## src/sv/hysteresis_relay_controller_macros.svh

```systemverilog
// assertion macros shared by the relay controller
`ifndef HYSTERESIS_RELAY_CONTROLLER_MACROS_SVH
`define HYSTERESIS_RELAY_CONTROLLER_MACROS_SVH

// property that must hold at every clock edge out of reset
`define HRC_ASSERT(lbl, prop, msg) \
    lbl: assert property (@(posedge clk) disable iff (!rst_n) (prop)) else $error(msg);

// antecedent in this cycle implies consequent in the next
`define HRC_ASSERT_NEXT(lbl, ante, cons, msg) \
    lbl: assert property (@(posedge clk) disable iff (!rst_n) (ante) |=> (cons)) \
        else $error(msg);

`endif

```

## src/sv/hrc_pkg.sv

```systemverilog
// shared types, codes and constants of the relay controller
package hrc_pkg;

    localparam int DELAY_SHIFT_DEFAULT = 7;
    localparam int CountW              = 16;
    localparam logic [CountW-1:0] COUNT_MAX = '1;

    // configuration register indexes
    typedef enum logic [2:0] {
        REG_HOT_MODE      = 3'd0,
        REG_THRESHOLD     = 3'd1,
        REG_HYSTERESIS    = 3'd2,
        REG_RANGE_PROTECT = 3'd3,
        REG_LOW_LIMIT     = 3'd4,
        REG_HIGH_LIMIT    = 3'd5,
        REG_SWITCH_DELAY  = 3'd6,
        REG_FORCE_MODE    = 3'd7
    } reg_index_t;

    // force codes, the unused code behaves as automatic
    typedef enum logic [1:0] {
        FORCE_AUTO = 2'd0,
        FORCE_ON   = 2'd1,
        FORCE_OFF  = 2'd2
    } force_t;

    localparam logic signed [11:0] THRESHOLD_RESET = 12'sd280;
    localparam logic [7:0]         HYSTERESIS_RESET = 8'd20;
    localparam logic signed [7:0]  LOW_LIMIT_RESET = -8'sd50;
    localparam logic signed [7:0]  HIGH_LIMIT_RESET = 8'sd110;
    // release level of the reset threshold
    localparam logic signed [11:0] RELEASE_RESET = 12'sd382;

    typedef struct packed {
        logic              hot_mode;
        logic signed [11:0] threshold;
        logic [7:0]        hysteresis;
        logic              range_protect;
        logic signed [7:0] low_limit;
        logic signed [7:0] high_limit;
        logic [3:0]        switch_delay;
        logic [1:0]        force_mode;
        logic signed [11:0] release_level;
    } cfg_t;

    // trunc((13*thr + 4000) / 20): divide the magnitude by 4, then by 5 via reciprocal
    function automatic logic signed [11:0] release_of(input logic signed [11:0] thr);
        logic signed [15:0] x;
        logic [14:0]        ax;
        logic [12:0]        y;
        logic [28:0]        prod;
        logic signed [11:0] res;
        x    = 16'(thr) * 16'sd13 + 16'sd4000;
        ax   = x[15] ? 15'(-x) : x[14:0];
        y    = ax[14:2];
        prod = 29'(y) * 29'd52429;
        res  = $signed({1'b0, prod[28:18]});
        return x[15] ? -res : res;
    endfunction

endpackage

```

## src/sv/hrc_in_if.sv

```systemverilog
// sensor reading request channel
interface hrc_in_if;
    logic              valid;
    logic              ready;
    logic signed [11:0] reading;

    modport source (output valid, output reading, input ready);
    modport sink (input valid, input reading, output ready);
endinterface

```

## src/sv/hrc_out_if.sv

```systemverilog
// relay result channel
interface hrc_out_if;
    logic valid;
    logic ready;
    logic relay_on;
    logic latched_on;
    logic out_of_range;

    modport source (output valid, output relay_on, output latched_on, output out_of_range,
                    input ready);
    modport sink (input valid, input relay_on, input latched_on, input out_of_range,
                  output ready);
endinterface

```

## src/sv/hrc_cfg_if.sv

```systemverilog
// configuration write channel
interface hrc_cfg_if;
    logic        valid;
    logic        ready;
    logic [2:0]  index;
    logic [11:0] data;

    modport source (output valid, output index, output data, input ready);
    modport sink (input valid, input index, input data, output ready);
endinterface

```

## src/sv/hrc_cfg.sv

```systemverilog
// configuration register file with precomputed release level
module hrc_cfg (
    input  logic          clk,
    input  logic          rst_n,
    hrc_cfg_if.sink       cfg,
    output hrc_pkg::cfg_t cfg_q
);

    hrc_pkg::cfg_t cfg_reg;
    hrc_pkg::cfg_t cfg_next;

    assign cfg.ready = 1'b1;
    assign cfg_q     = cfg_reg;

    always_comb
    begin
        cfg_next = cfg_reg;
        if (cfg.valid)
        begin
            unique case (hrc_pkg::reg_index_t'(cfg.index))
                hrc_pkg::REG_HOT_MODE:      cfg_next.hot_mode = cfg.data[0];
                hrc_pkg::REG_THRESHOLD:
                begin
                    cfg_next.threshold     = $signed(cfg.data);
                    // release level follows the threshold, kept off the tick path
                    cfg_next.release_level = hrc_pkg::release_of($signed(cfg.data));
                end
                hrc_pkg::REG_HYSTERESIS:    cfg_next.hysteresis = cfg.data[7:0];
                hrc_pkg::REG_RANGE_PROTECT: cfg_next.range_protect = cfg.data[0];
                hrc_pkg::REG_LOW_LIMIT:     cfg_next.low_limit = $signed(cfg.data[7:0]);
                hrc_pkg::REG_HIGH_LIMIT:    cfg_next.high_limit = $signed(cfg.data[7:0]);
                hrc_pkg::REG_SWITCH_DELAY:  cfg_next.switch_delay = cfg.data[3:0];
                hrc_pkg::REG_FORCE_MODE:    cfg_next.force_mode = cfg.data[1:0];
            endcase
        end
    end

    always_ff @(posedge clk or negedge rst_n)
    begin
        if (!rst_n)
        begin
            cfg_reg.hot_mode      <= 1'b0;
            cfg_reg.threshold     <= hrc_pkg::THRESHOLD_RESET;
            cfg_reg.hysteresis    <= hrc_pkg::HYSTERESIS_RESET;
            cfg_reg.range_protect <= 1'b0;
            cfg_reg.low_limit     <= hrc_pkg::LOW_LIMIT_RESET;
            cfg_reg.high_limit    <= hrc_pkg::HIGH_LIMIT_RESET;
            cfg_reg.switch_delay  <= 4'd0;
            cfg_reg.force_mode    <= hrc_pkg::FORCE_AUTO;
            cfg_reg.release_level <= hrc_pkg::RELEASE_RESET;
        end
        else
        begin
            cfg_reg <= cfg_next;
        end
    end

endmodule

```

## src/sv/hysteresis_relay_controller.sv

```systemverilog
// hysteresis relay controller top level
// sample: one signed sensor reading per request, taken when valid and ready are high.
// result: one request per reading with relay_on, latched_on and out_of_range.
// cfg: register writes by index, always ready; write only while no reading is in flight.
// each reading enters an input register; the decision, the latch and the tick counter
// update between that register and the result register, which drives result.valid.
// throughput is one reading per cycle while result.ready stays high; the single pass
// of compare and counter logic per tick sets that figure.
// when result is stalled the result register holds and the input register keeps one
// more reading, after which sample.ready drops until result.ready returns.
// reset clears the latch and the tick counter, empties both registers and loads the
// default register values (threshold 280, hysteresis 20, limits -50 and 110).
// a latch change waits until the tick counter exceeds switch_delay << DELAY_SHIFT;
// the counter restarts at one on a change, clears on a protection trip and saturates at its top.
`include "hysteresis_relay_controller_macros.svh"

module hysteresis_relay_controller #(
    parameter int DELAY_SHIFT = hrc_pkg::DELAY_SHIFT_DEFAULT
) (
    input  logic      clk,
    input  logic      rst_n,
    hrc_in_if.sink    sample,
    hrc_out_if.source result,
    hrc_cfg_if.sink   cfg
);

    localparam int LimW = 4 + DELAY_SHIFT;

    hrc_pkg::cfg_t cfg_q;

    hrc_cfg u_cfg (
        .clk   (clk),
        .rst_n (rst_n),
        .cfg   (cfg),
        .cfg_q (cfg_q)
    );

    logic                      in_valid_reg, in_valid_next;
    logic signed [11:0]        reading_reg;
    logic                      out_valid_reg, out_valid_next;
    logic                      relay_reg, latched_reg, oor_reg;
    logic                      engaged_reg, engaged_next;
    logic [hrc_pkg::CountW-1:0] tick_count_reg, tick_count_next;

    logic                      advance;
    logic signed [13:0]        temp, temp_v, hold_v, rel_v, engage_level, lo10, hi10, lo_x, hi_x;
    logic [LimW-1:0]           limit;
    logic                      can_switch, trip, change, drive;
    logic [hrc_pkg::CountW-1:0] count_base;

    assign advance      = in_valid_reg && (!out_valid_reg || result.ready);
    assign sample.ready = !in_valid_reg || !out_valid_reg || result.ready;

    // range check on the raw reading
    assign temp = 14'(reading_reg);
    assign lo_x = 14'(cfg_q.low_limit);
    assign hi_x = 14'(cfg_q.high_limit);
    assign lo10 = (lo_x <<< 3) + (lo_x <<< 1);
    assign hi10 = (hi_x <<< 3) + (hi_x <<< 1);
    assign trip = cfg_q.range_protect && (temp < lo10 || temp > hi10);

    // heating flips the sense of the engage and release comparisons
    assign temp_v       = cfg_q.hot_mode ? -temp : temp;
    assign hold_v       = cfg_q.hot_mode ? -14'(cfg_q.threshold) : 14'(cfg_q.threshold);
    assign rel_v        = cfg_q.hot_mode ? -14'(cfg_q.release_level)
                                         : 14'(cfg_q.release_level);
    assign engage_level = hold_v + $signed({6'b0, cfg_q.hysteresis});

    assign limit      = LimW'(cfg_q.switch_delay) << DELAY_SHIFT;
    assign can_switch = hrc_pkg::CountW'(limit) < tick_count_reg;
    assign change     = can_switch && (engaged_reg ? (temp_v <= rel_v)
                                                   : (temp_v >= engage_level));

    always_comb
    begin
        engaged_next    = engaged_reg;
        tick_count_next = tick_count_reg;
        count_base      = change ? '0 : tick_count_reg;
        if (advance)
        begin
            if (trip)
            begin
                tick_count_next = '0;
            end
            else
            begin
                engaged_next    = engaged_reg ^ change;
                tick_count_next = (count_base < hrc_pkg::COUNT_MAX) ? count_base + 1'b1
                                                                    : count_base;
            end
        end
    end

    always_comb
    begin
        priority if (hrc_pkg::force_t'(cfg_q.force_mode) == hrc_pkg::FORCE_ON)
            drive = 1'b1;
        else if (hrc_pkg::force_t'(cfg_q.force_mode) == hrc_pkg::FORCE_OFF)
            drive = 1'b0;
        else
            drive = engaged_reg ^ change;
    end

    always_comb
    begin
        in_valid_next = in_valid_reg;
        if (sample.valid && sample.ready)
            in_valid_next = 1'b1;
        else if (advance)
            in_valid_next = 1'b0;
        out_valid_next = out_valid_reg;
        if (advance)
            out_valid_next = 1'b1;
        else if (result.ready)
            out_valid_next = 1'b0;
    end

    always_ff @(posedge clk or negedge rst_n)
    begin
        if (!rst_n)
        begin
            in_valid_reg   <= 1'b0;
            out_valid_reg  <= 1'b0;
            engaged_reg    <= 1'b0;
            tick_count_reg <= '0;
        end
        else
        begin
            in_valid_reg   <= in_valid_next;
            out_valid_reg  <= out_valid_next;
            engaged_reg    <= engaged_next;
            tick_count_reg <= tick_count_next;
        end
    end

    always_ff @(posedge clk)
    begin
        if (sample.valid && sample.ready)
            reading_reg <= sample.reading;
        if (advance)
        begin
            relay_reg   <= trip ? 1'b0 : drive;
            latched_reg <= engaged_next;
            oor_reg     <= trip;
        end
    end

    assign result.valid        = out_valid_reg;
    assign result.relay_on     = relay_reg;
    assign result.latched_on   = latched_reg;
    assign result.out_of_range = oor_reg;

    `HRC_ASSERT(trip_drives_off, !result.valid || !result.out_of_range || !result.relay_on, "protection trip with relay on")
    `HRC_ASSERT_NEXT(change_restarts_count, advance && !trip && change, tick_count_reg == 16'd1, "counter not restarted after latch change")
    `HRC_ASSERT_NEXT(trip_keeps_latch, advance && trip, tick_count_reg == '0 && engaged_reg == $past(engaged_reg), "trip altered latch or counter")
    `HRC_ASSERT_NEXT(force_on_drives, advance && !trip && cfg_q.force_mode == hrc_pkg::FORCE_ON, result.relay_on, "force on not applied")

endmodule
```

## src/flat_wrapper.sv

```systemverilog
// flat-port wrapper written by rule: the top's interface ports become plain ports
module hysteresis_relay_controller_flat 
#(
    parameter int DELAY_SHIFT = hrc_pkg::DELAY_SHIFT_DEFAULT
)
  (clk, rst_n, sample_valid, sample_reading, sample_ready, result_valid, result_relay_on, result_latched_on, result_out_of_range, result_ready, cfg_valid, cfg_index, cfg_data, cfg_ready);
  hrc_in_if sample_i ();
  hrc_out_if result_i ();
  hrc_cfg_if cfg_i ();
  input  logic clk;
  input  logic rst_n;
  input wire logic [$bits(sample_i.valid)-1:0] sample_valid;
  input wire logic [$bits(sample_i.reading)-1:0] sample_reading;
  output wire logic [$bits(sample_i.ready)-1:0] sample_ready;
  output wire logic [$bits(result_i.valid)-1:0] result_valid;
  output wire logic [$bits(result_i.relay_on)-1:0] result_relay_on;
  output wire logic [$bits(result_i.latched_on)-1:0] result_latched_on;
  output wire logic [$bits(result_i.out_of_range)-1:0] result_out_of_range;
  input wire logic [$bits(result_i.ready)-1:0] result_ready;
  input wire logic [$bits(cfg_i.valid)-1:0] cfg_valid;
  input wire logic [$bits(cfg_i.index)-1:0] cfg_index;
  input wire logic [$bits(cfg_i.data)-1:0] cfg_data;
  output wire logic [$bits(cfg_i.ready)-1:0] cfg_ready;
  assign sample_i.valid = sample_valid;
  assign sample_i.reading = sample_reading;
  assign sample_ready = sample_i.ready;
  assign result_valid = result_i.valid;
  assign result_relay_on = result_i.relay_on;
  assign result_latched_on = result_i.latched_on;
  assign result_out_of_range = result_i.out_of_range;
  assign result_i.ready = result_ready;
  assign cfg_i.valid = cfg_valid;
  assign cfg_i.index = cfg_index;
  assign cfg_i.data = cfg_data;
  assign cfg_ready = cfg_i.ready;
  hysteresis_relay_controller #(.DELAY_SHIFT(DELAY_SHIFT)) u_core (.clk(clk), .rst_n(rst_n), .sample(sample_i), .result(result_i), .cfg(cfg_i));
endmodule
```

## config.mk

```make
export PLATFORM = sky130hd
export DESIGN_NAME = hysteresis_relay_controller_flat
export DESIGN_NICKNAME = d
export VERILOG_FILES = /design/src/sv/hrc_pkg.sv /design/src/sv/hrc_in_if.sv /design/src/sv/hrc_out_if.sv /design/src/sv/hrc_cfg_if.sv /design/src/sv/hrc_cfg.sv /design/src/sv/hysteresis_relay_controller.sv /design/src/flat_wrapper.sv
export VERILOG_INCLUDE_DIRS = /design/src /design/src/sv
export SDC_FILE = /design/constraint.sdc
export NUM_CORES = 1
export LEC_CHECK = 0
export BUFFER_PORTS_ARGS = -buffer_cell sky130_fd_sc_hd__buf_2
export CORE_ASPECT_RATIO = 1.75
export CORE_MARGIN = 2
export CORE_UTILIZATION = 60
export DETAILED_ROUTE_END_ITERATION = 12
export GPL_TIMING_DRIVEN = 0
export PLACE_DENSITY = 0.75
export SLEW_MARGIN = 20
export SYNTH_ARGS = -nofsm -noshare
export SYNTH_HDL_FRONTEND = slang
export SYNTH_HIERARCHICAL = 1
export SYNTH_SLANG_ARGS = --single-unit
```

## constraint.sdc

```tcl
create_clock -name clk -period 7.4 [get_ports clk]
set_clock_uncertainty 0.1 [all_clocks]
set_input_delay 1.11 -clock clk [delete_from_list [all_inputs] [get_ports clk]]
set_output_delay 1.11 -clock clk [all_outputs]
set_load 0.01 [all_outputs]
```

==> flow_summary.toml <==
[routing]
first_iter_violations = 541
num_vias = 9642
drt_first_pass_iters = 5
drt.antenna.violating_nets = 0
drt-total-wl_um = 30900
detail_route.wl_per_cell_um = 19.4
via_per_inst = 6.06
drc = 0

[worst_hold_path]
holdPathEnd = "u_core/u_cfg/cfg_q[1]"
hp-class = "reg -> reg"
whs_path_depth = 2
hp-start = "u_core/u_cfg/cfg_q[1]"

[grt]
grt_pass1_vias = 10000
grt_max_degree = 47
grt_antenna_before_repair = 0
grt_pass1_wl_um = 48500
grt_overflow = 0
grtUsageTotal_pct = 30.7

[sta]
setup_slack_ns = -2.26
finalCritPeriodShare_pct = 131
tns_ns = -23.79
relSlewSlack_pct = 51.9
rsz0062_at_grt = "true"
hold_viol = 0
max_freq_ghz = 0.104
period_minus_slack_ns = 9.66
setup_viol_count_final = 12
worstMarginPinSlew_ns = 0.718
maxSlewViolCount = 0

[cts]
path_clk_slew_ns = 0.06
cts_root_buf = "clkbuf_16"
htree_levels = 3
worstSkewPairLatency_ns = 0.35
cts_buffers = 9
postCtsHoldBufs = 0
cts_buffer_depth = 2
cts_tree = "built"
cts_sinks = 90

[floorplan]
die_h_um = 187
boundaryPins = 38
dieArea_um2 = 20300
start_util_pct = 61.4
die_w_um = 109
rows = 66
core-area_um2 = 18700

[worst_setup_path]
worstReg2RegStart = "u_core/u_cfg/cfg_q[55]"
reg2regPathDepth = 27
critPathSlowestCell = "fa_1"
r2r_setup_slack_ns = 0.47
criticalPathCategory = "in -> reg"
slowest_delay_ns = 0.58
crit_path_max_fanout = 3
cp-start-kind = "input pin"
arrival_ns = 9.77
cp-end-kind = "flop"
reg2reg_to = "u_core/tick_count_reg[9]"
crit_required_ns = 7.51

[final_layout]
syn_to_final_growth_pct = 18.7
multi_input_area_um2 = 9120
layout-drive-gt1-share_pct = 21.5
final_nets = 1641
n_fill_cell = 1338
num_antenna_cells = 0
layout.area.seq_um2 = 2350
largest_reg_flops = 56

[run]
drv_cap = 0

[logic_synthesis]
synth_edf_count = 15
async_flop_share_pct = 83.3
syn_avg_cell_area_um2 = 9.20
yosys_warnings = 6
synth_area_um2 = 11500
ys_top_cells_by_area = "ha_1 21%, dfrtp_1 12%, fa_1 11%, inv_1 6.1%, dfstp_2 5.0%"
ys_ff_latch = 90
syn-num-nets = 1539
synth_ff_type = "dfrtp_1"
synth_top_area_cell = "ha_1"
ys_seq_area_share_pct = 20.5
yosysUniqueCellTypes = 87
synthCells = 1246
synth_top_area_share_pct = 21.4

[place]
hpwl_um = 23400
port_buffers = 35
place.gp.congestion = 0.900

[status]
outcome = "complete, but fails checks"
violations = "negative setup slack"
-- metal layers --
metal / global-route usage [%] / share of wire (%) / up-vias / wire, um
li1: - / - / 4541 / -
met1: 30.4 / 34 / 4688 / 10500
met2: 58.7 / 56 / 284 / 17300
met3: 2.65 / 3.0 / 129 / 929
met4: 19.4 / 7.0 / 0 / 2150
met5: 0 / 0 / - / 0
-- how the worst max path moves through the flow --
stage	start	endpoint	slack [ns]	cells after the start
final	cfg_data[1]	u_core/u_cfg/cfg_q[9]	-2.26	38
after global routing	cfg_data[1]	u_core/u_cfg/cfg_q[9]	-2.45	41
after CTS	cfg_data[1]	u_core/u_cfg/cfg_q[10]	-2.09	36
after detailed placement	cfg_data[3]	u_core/u_cfg/cfg_q[11]	-3.45	34
after global placement	cfg_data[3]	u_core/u_cfg/cfg_q[11]	-3.31	34
after floorplan	cfg_data[1]	u_core/u_cfg/cfg_q[10]	-1.97	36
-- synth_stat cells, types with 11 or more instances --
library cell and instances:
edfxtp_1 15, dfrtp_1 53, o31ai_1 15, fa_1 65, o21bai_1 11, o21ai_1 18, ha_1 196, nor3_1 13
a21o_1 34, mux2_2 18, inv_1 185, xnor2_1 61, dfstp_2 22, nand2_1 90, clkbuf_1 11, o21ai_0 67
nor2b_1 15, xor2_1 38, nor2_1 46, a21oi_1 50, nand2b_1 14, nand4_1 14, nand3_1 25
-- cell families after synthesis --
| family | after synthesis | synth area share [%] |
|---|---|---|
| AO/OA/AOI/OAI | 274 | 16.3 |
| XOR/XNOR | 100 | 7.70 |
| adder cells (fa/ha/maj) | 261 | 32.7 |
| buffers and inverters | 204 | 6.81 |
| flip-flops | 90 | 20.5 |
| multiplexers | 25 | 2.53 |
| other | 1 | 0.0327 |
| AND/OR/NAND/NOR | 291 | 13.4 |
-- through the flow --
stage / hold slack, ns / setup WS [ns] / utilization [%] / cell area [um2] / std cells
after floorplan: 0.355 / -1.97 / - / 11600 / 1246
after global routing: 0.403 / -2.45 / 72.9 / 13600 / 1591
after global placement: 0.366 / -3.31 / 64.9 / 12100 / 1519
final: 0.376 / -2.26 / 72.9 / 13600 / 1591
after CTS: 0.380 / -2.09 / 70.2 / 13100 / 1569
after detailed placement: 0.371 / -3.45 / 65.1 / 12100 / 1520
-- critical path: cells and delay by family --
family          cells  cell delay, ns
compound gates     10            2.13
buf+inv             6            0.46
simple gates        9            1.70
xor+xnor            3            0.55
fa+ha+maj          10            3.76
-- placed cells by master (no fill, tap or decap), types with 15 or more instances in the layout --
master | Yosys | layout
a21o_1 | 34 | 34
a21oi_1 | 50 | 45
buf_2 | 3 | 32
buf_4 | 1 | 50
dfrtp_1 | 53 | 53
dfstp_2 | 22 | 22
edfxtp_1 | 15 | 15
fa_1 | 65 | 56
ha_1 | 196 | 176
ha_4 | 0 | 16
inv_1 | 185 | 173
mux2_2 | 18 | 18
nand2_1 | 90 | 87
nand3_1 | 25 | 23
nor2_1 | 46 | 41
nor2b_1 | 15 | 15
o21ai_0 | 67 | 58
o21ai_1 | 18 | 22
xnor2_1 | 61 | 47
xor2_1 | 38 | 28
-- cell type report --
class                   instances  share of cell area (%)
plain buffers                  18                   0.708
well taps                     238                    2.19
inverters                     186                    5.28
repair buffers                 91                    5.16
clock buffers                  11                    1.78
clock inverters                 5                   0.570
flip-flops and latches         90                    17.3
multi-input cells             952                    67.0
-- timing repair --
item | in CTS | in global routing
gates resized for setup | 80 | 56
endpoints found under the setup margin | 12 | 22
hold endpoints to repair | 0 | 0
pin swaps | 50 | 55
buffers inserted | 33 | 23
Power is left out: the tool's default activity adds up to more than one toggle a clock period on the data nets, which glitch-free logic cannot reach.
